## src/rtl/ikm_pkg.sv

```systemverilog
package ikm_pkg;

  localparam int TICK_W      = 32;
  localparam int KEY_W       = 5;
  localparam int OP_W        = 3;
  localparam int STAT_W      = 2;
  localparam int ENTRIES_DEF = 64;

  localparam logic [TICK_W-1:0] TICK_LIMIT = '1;
  localparam logic [TICK_W-1:0] TICK_CLAMP = {{(TICK_W-1){1'b1}}, 1'b0};

  localparam logic [OP_W-1:0] OP_LOOKUP = 3'd0;
  localparam logic [OP_W-1:0] OP_ADD    = 3'd1;
  localparam logic [OP_W-1:0] OP_DELETE = 3'd2;
  localparam logic [OP_W-1:0] OP_CHANGE = 3'd3;
  localparam logic [OP_W-1:0] OP_CLEAR  = 3'd4;

  localparam logic [STAT_W-1:0] ST_OK        = 2'd0;
  localparam logic [STAT_W-1:0] ST_NOT_FOUND = 2'd1;
  localparam logic [STAT_W-1:0] ST_LAST      = 2'd2;
  localparam logic [STAT_W-1:0] ST_FULL      = 2'd3;

  // update command broadcast to every cell
  typedef enum logic [2:0] {
    CMD_NONE,
    CMD_OVERWRITE,
    CMD_INSERT,
    CMD_DELETE,
    CMD_CHANGE,
    CMD_CLEAR
  } cell_cmd_t;

  typedef struct packed {
    cell_cmd_t         cmd;
    logic [TICK_W-1:0] tick;
    logic [KEY_W-1:0]  key;
    logic [KEY_W-1:0]  dflt;
  } cell_ctl_t;

  // what one cell shows its neighbors and the top level
  typedef struct packed {
    logic              valid;
    logic              above;
    logic              first;
    logic              exact;
    logic              start_eq;
    logic [TICK_W-1:0] seg_end;
    logic [TICK_W-1:0] seg_start;
    logic [KEY_W-1:0]  seg_key;
  } cell_link_t;

endpackage

```

## src/rtl/ikm_cell.sv

```systemverilog
module ikm_cell
  import ikm_pkg::*;
(
  input  logic              clk,
  input  logic              rst_n,
  input  logic              head,
  input  logic              cap,
  input  logic [TICK_W-1:0] cap_tick,
  input  logic              upd,
  input  cell_ctl_t         ctl,
  input  cell_link_t        prv,
  input  cell_link_t        nxt,
  output cell_link_t        link
);

  logic              valid_r, valid_nxt;
  logic [TICK_W-1:0] end_r, end_nxt;
  logic [TICK_W-1:0] start_r, start_nxt;
  logic [KEY_W-1:0]  key_r, key_nxt;
  logic              above_r, exact_r, seq_r;
  logic              first;

  // sorted ends: above flags are monotonic, so first is a neighbor test
  assign first = above_r & ~prv.above;

  always_comb begin
    valid_nxt = valid_r;
    end_nxt   = end_r;
    start_nxt = start_r;
    key_nxt   = key_r;
    case (ctl.cmd)
      CMD_OVERWRITE: begin
        if (first) key_nxt = ctl.key;
      end
      CMD_CHANGE: begin
        if (exact_r) key_nxt = ctl.key;
      end
      CMD_INSERT: begin
        if (first) begin
          end_nxt = ctl.tick;
        end else if (prv.first) begin
          valid_nxt = 1'b1;
          end_nxt   = prv.seg_end;
          start_nxt = ctl.tick;
          key_nxt   = ctl.key;
        end else if (prv.above) begin
          valid_nxt = 1'b1;
          end_nxt   = prv.seg_end;
          start_nxt = prv.seg_start;
          key_nxt   = prv.seg_key;
        end
      end
      CMD_DELETE: begin
        if (exact_r) begin
          end_nxt = nxt.seg_end;
        end else if (above_r) begin
          valid_nxt = nxt.valid;
          end_nxt   = nxt.seg_end;
          start_nxt = nxt.seg_start;
          key_nxt   = nxt.seg_key;
        end
      end
      CMD_CLEAR: begin
        valid_nxt = head;
        end_nxt   = TICK_LIMIT;
        start_nxt = '0;
        key_nxt   = head ? ctl.dflt : '0;
      end
      default: ;
    endcase
  end

  always_ff @(posedge clk) begin
    if (!rst_n) begin
      valid_r <= head;
      end_r   <= TICK_LIMIT;
      start_r <= '0;
      key_r   <= '0;
      above_r <= 1'b0;
      exact_r <= 1'b0;
      seq_r   <= 1'b0;
    end else begin
      if (cap) begin
        above_r <= valid_r & (end_r > cap_tick);
        exact_r <= valid_r & (end_r == cap_tick);
        seq_r   <= start_r == cap_tick;
      end
      if (upd) begin
        valid_r <= valid_nxt;
        end_r   <= end_nxt;
        start_r <= start_nxt;
        key_r   <= key_nxt;
      end
    end
  end

  assign link.valid     = valid_r;
  assign link.above     = above_r;
  assign link.first     = first;
  assign link.exact     = exact_r;
  assign link.start_eq  = seq_r;
  assign link.seg_end   = end_r;
  assign link.seg_start = start_r;
  assign link.seg_key   = key_r;

endmodule

```

## config.mk

```make
export PLATFORM = sky130hd
export DESIGN_NAME = ikm_cell
export DESIGN_NICKNAME = d
export VERILOG_FILES = /design/src/rtl/ikm_pkg.sv /design/src/rtl/ikm_cell.sv
export SDC_FILE = /design/constraint.sdc
export NUM_CORES = 1
export LEC_CHECK = 0
export BUFFER_PORTS_ARGS = -buffer_cell sky130_fd_sc_hd__buf_4
export CAP_MARGIN = 0
export CORE_MARGIN = 5
export CORE_UTILIZATION = 45
export DETAILED_ROUTE_END_ITERATION = 10
export PLACE_DENSITY_LB_ADDON = 0.05
export SETUP_SLACK_MARGIN = 0.2
export SKIP_LAST_GASP = 1
export SYNTH_ARGS = -nofsm -noshare
export SYNTH_HDL_FRONTEND = slang
export SYNTH_SLANG_ARGS = --single-unit
```

## constraint.sdc

```tcl
create_clock -name clk -period 2.5 [get_ports clk]
set_input_delay 0.25 -clock clk [delete_from_list [all_inputs] [get_ports clk]]
set_output_delay 0.25 -clock clk [all_outputs]
set_load 0.02 [all_outputs]
```

* Word level (Yosys, flattened, before mapping)
Index checks and enable logic that the tools add are counted.
** Word-level totals
- Register bits after elaboration :: 73
- Output and inout port bits :: 74
- Input bits :: 230
** Cells by class
- Reduce and logical (&&, ||, !) cells :: 6
- Equality and inequality tests :: 21
- Order comparisons :: 1
- Mux-type cells :: 29
- Bitwise logic cells :: 4
** Operators with widths (count)
- two-way mux 32 bit :: 10
- one-hot mux 32 bit (3 select lines) :: 2
- equality test 32 bit :: 2
- two-way mux 5 bit :: 8
- > comparator 32 bit :: 1
- one-hot mux 5 bit (5 select lines) :: 1
- != test 3 bit (second input constant) :: 5
- AND reduction 6 bit :: 2
- != test 2 bit (second input constant) :: 5
- != test 4 bit (second input constant) :: 2
- AND reduction 8 bit :: 1
- two-way mux 1 bit :: 7
- equality test 3 x 2 -> 1 bit (second input constant) :: 2
- equality test 3 bit (second input constant) :: 2
- nonzero test 5 bit :: 1
- != test 4 x 1 -> 1 bit (second input constant) :: 1
- AND reduction 4 bit :: 1
- AND 1 bit :: 3
- equality test 3 x 1 -> 1 bit (second input constant) :: 1
- one-hot mux 1 bit (3 select lines) :: 1
- nonzero test 3 bit :: 1
- != test 2 x 1 -> 1 bit (second input constant) :: 1
- inverter 1 bit :: 1

* Depth between registers and ports, before layout
- Depth after elaboration :: 6
- Depth in mapped cells :: 9
- Gate-level depth less buffers :: 7

* Worst setup path before layout
No wires, ideal clock.
- Path kind :: register to register
- Start :: register end_r[14]
- End :: register above_r
- Arrival :: 1.785 ns
- Cell stages (with the launch flop) :: 7
- Period minus slack after synthesis :: 1.901 ns
- Path buffers :: 0
- Setup slack :: 0.599 ns
- Library setup time :: 0.116 ns
- Required time :: 2.384 ns
- Path through :: dfxtp_1 > ha_1 > nand4_1 > or4_1 > nor3_1 > o2bb2ai_1 > o211a_1
** Between the ends
- Cells in the longest elaborated chain, start to end :: 2
** Ends and longest elaborated chain
- from (decl) :: line ikm_cell.sv:17 : logic [TICK_W-1:0] end_r, end_nxt;
- from (signal assigned) :: line ikm_cell.sv:90 : end_r <= end_nxt;
- > comparator 32 bit :: line ikm_cell.sv:84 : above_r <= valid_r & (end_r > cap_tick);
- AND 1 bit :: line ikm_cell.sv:84
- to (signal assigned) :: line ikm_cell.sv:84
- to (decl) :: line ikm_cell.sv:20 : logic above_r, exact_r, seq_r;
Every way passes these cells.
A chain may end at the register's enable or synchronous reset.

* Final worst setup path
- Start :: register end_r[30]
- End :: register above_r
The elaborated chain is that of the path after synthesis.

==> key figures <==
Clock network
  – Post-cts sizing count: 0
  – Post-CTS setup repair buffer count: 0
  – Clock sink total: 73
  – CTS Root Cell: clkbuf_16
  – Cts hold-fix bufs: 0
  – H-Tree Depth: 3
  – Clk_lat worst skew: 0.33 ns
  – Clk buf depth: 2
  – Num CTS Buffers: 9
  – Reg clk slew, reported paths: 0.06 ns
  – CTS tree: yes

Yosys
  – Async S/R FF share, synth: 0%
  – Post-synth EDFFs: 1
  – Post-synthesis sequential area ratio: 26.0%
  – Count leader, synth: nand2_1
  – Post-Syn Instances: 682
  – Post-synth top cells: 116 x nand2_1, 72 x dfxtp_1, 41 x o21ai_0
  – Ys flop type: dfxtp_1
  – Post-synth top area cell: dfxtp_1
  – Synthesized area: 0.00566 mm^2
  – Top post-synthesis cells by area: dfxtp_1 25%, nand2_1 7.7%, ha_1 7.1%
  – Synth warn: 0
  – Syn Nets: 944
  – Synth unique cells: 56
  – Synth top area share: 25.5%
  – Avg Synthesized Cell Area: 8.30 um^2
  – Seq cells post-synth: 73

Global routing
  – Largest net degree at the start of global routing: 41
  – Grt ovf: 0
  – First-pass GRT wire length: 32900 um
  – All-Layer GR Usage: 28.1%
  – Initial antenna violation count: 0
  – Vias in the first global route: 6211

Final layout
  – Net count, final: 1210
  – Layout cells sized above 1: 44.2%
  – FF/Latch Area: 0.00147 mm^2
  – Cell area after layout: 0.00816 mm^2
  – Final instance count without filler cells: 1122
  – Ant diodes: 0
  – Area Growth Syn to Fin: 44.0%
  – Multi-input gate area: 0.00374 mm^2
  – Fill count: 1084

Placement
  – Placed Cells: 1109
  – Port Buffer Count: 296
  – Final HPWL DP: 16900 um
  – Area post-placement: 0.00790 mm^2
  – GPL Wtd Cong: 0.844

STA
  – Max Clk Rate: 471 MHz
  – Unrepaired setup endpoints after global routing: false
  – Final period utilization: 84.9%
  – Post-route setup TNS: 0 ns
  – Rel. slew slack: 52.2%
  – Skew final: 0.00384 ns
  – Slew @ Worst Pin: 0.716 ns
  – Period minus WS final: 2.12 ns
  – Fin. Hold Viols: 0
  – Final-report max-slew violation count: 0
  – Setup violations, final: 0

Power and ir drop
  – Leak Pwr: 4.27 nW
  – Max IR drop VDD: 0.000272 V
  – PwrDens: 459 mW/mm^2

Worst setup path
  – Crit path launch type: flip-flop
  – Critical path class: flip-flop to flip-flop
  – Worst R2R Path Depth: 6
  – Critical path startpoint: end_r[30]$_SDFFE_PN1P_
  – Reg-to-Reg End: above_r$_SDFFE_PN0P_
  – Arr. time, crit path: 2.35 ns
  – FF-to-FF Start: end_r[30]$_SDFFE_PN1P_
  – Worst setup path endpoint: above_r$_SDFFE_PN0P_
  – Reg2reg setup slack: 0.38 ns
  – Setup crit end kind: flip-flop
  – Data required, critical path: 2.73 ns
  – CP max FO: 3

Die
  – Die area: 0.0149 mm^2
  – Row count: 41
  – Total core area: 0.0125 mm^2
  – Initial Utilization: 45.4%
  – Die Width: 122 um
  – I/O Pins: 304
  – Die Span Y: 122 um

Job
  – Max cap viols: 0

Status
  – Status: completed

Detailed routing
  – DR pass1 iterations: 7
  – Iter 0 DRT Violations: 284
  – Drt total wl: 21500 um
  – Vias after detailed routing: 6160
  – Antenna Nets Post-Route: 0
  – Post-DR vias/cell: 5.49
  – Drt drc: 0
  – DR WL/cell: 19.1 um

Worst hold path
  – Hold WC Path Type: primary input to flip-flop
## where the power goes
part	total, mW	internal (mW)	switching, mW
sequential	1.33	1.25	0.0840
combinational	1.26	0.628	0.629
clock	1.16	0.681	0.475
## placed cells by master, fill, tap and decap left out, types with 2 or more instances in the layout
cell	count
o21ai_1	2
xnor2_1	29
a21o_1	3
nand2_1	116
o211a_1	33
nand2_2	28
nand3_1	36
buf_4	307
nand4_1	15
a221oi_1	2
clkbuf_16	9
clkbuf_1	2
a21oi_1	14
o211ai_2	32
a211o_1	5
and3_1	4
mux2i_1	4
nand3b_1	2
a22o_1	5
o211ai_1	2
o21ai_0	41
nor3_1	3
ha_1	32
nor2b_1	3
nor2_1	6
nand2b_1	7
nor4_1	2
or4_1	2
dfxtp_1	72
mux2_2	32
a22oi_1	35
inv_1	39
a31oi_1	2
## layout make-up
type | count | area share, %
Clock buffer | 12 | 3.02
Clock inverter | 1 | 0.0614
Inverter | 40 | 1.84
Multi-Input combinational cell | 516 | 45.9
Sequential cell | 73 | 18.0
Tap cell | 172 | 2.64
Timing Repair Buffer | 308 | 28.5
## routing by layer
| metal | GRT usage, % | vias up | part of all wire [%] |
|---|---|---|---|
| li1 | - | 2978 | - |
| met1 | 33.5 | 2909 | 39 |
| met2 | 51.8 | 253 | 52 |
| met3 | 5.52 | 20 | 7.8 |
| met4 | 6.86 | 0 | 1.3 |
| met5 | 0 | - | 0 |
## how the worst min path moves through the flow
| stage | startpoint | endpoint | slack, ns | cells after the start |
|---|---|---|---|---|
| 2_1_floorplan | cap | exact_r$_SDFFE_PN0P_ | 0.40 | 2 |
| 3_3_place_gp | seq_r$_SDFFE_PN0P_ | seq_r$_SDFFE_PN0P_ | 0.45 | 2 |
| 3_5_place_dp | seq_r$_SDFFE_PN0P_ | seq_r$_SDFFE_PN0P_ | 0.48 | 2 |
| 4_1_cts | cap | exact_r$_SDFFE_PN0P_ | 0.19 | 3 |
| 5_1_grt | cap | exact_r$_SDFFE_PN0P_ | 0.22 | 3 |
| 6_report | cap | exact_r$_SDFFE_PN0P_ | 0.20 | 3 |
## cell families after synthesis
family / synth area share (%)
AND/OR/NAND/NOR: 19.4
AO/OA/AOI/OAI: 27.6
buffers and inverters: 8.24
flip-flops: 26.0
multiplexers: 7.07
adder cells (fa/ha/maj): 7.07
XOR/XNOR: 4.64
## critical path, stage by stage, from the launching register on
cell and delay, ns:
dfxtp_1 0.35, ha_1 0.32, nand4_1 0.15, or4_1 0.61, nor3_1 0.35, o2bb2ai_1 0.10, o211a_1 0.13
## metrics by stage
stage / utilization (%) / worst slack, ns / hold WS, ns / power, mW
floorplan: - / 0.599 / 0.396 / 2.03
global placement: 63.4 / 0.326 / 0.454 / 2.58
detailed placement: 63.4 / 0.269 / 0.482 / 2.61
CTS: 65.4 / 0.393 / 0.194 / 3.77
global route: 65.4 / 0.244 / 0.219 / 3.94
finish: 65.4 / 0.379 / 0.203 / 3.74
## sequential cells by signal, indices dropped and copies added (netlist names)
| name | count |
|---|---|
| end_r | 32 |
| start_r | 32 |
| key_r | 5 |
| above_r | 1 |
| exact_r | 1 |
| seq_r | 1 |
| valid_r | 1 |
(Power assumes the default switching activity.)
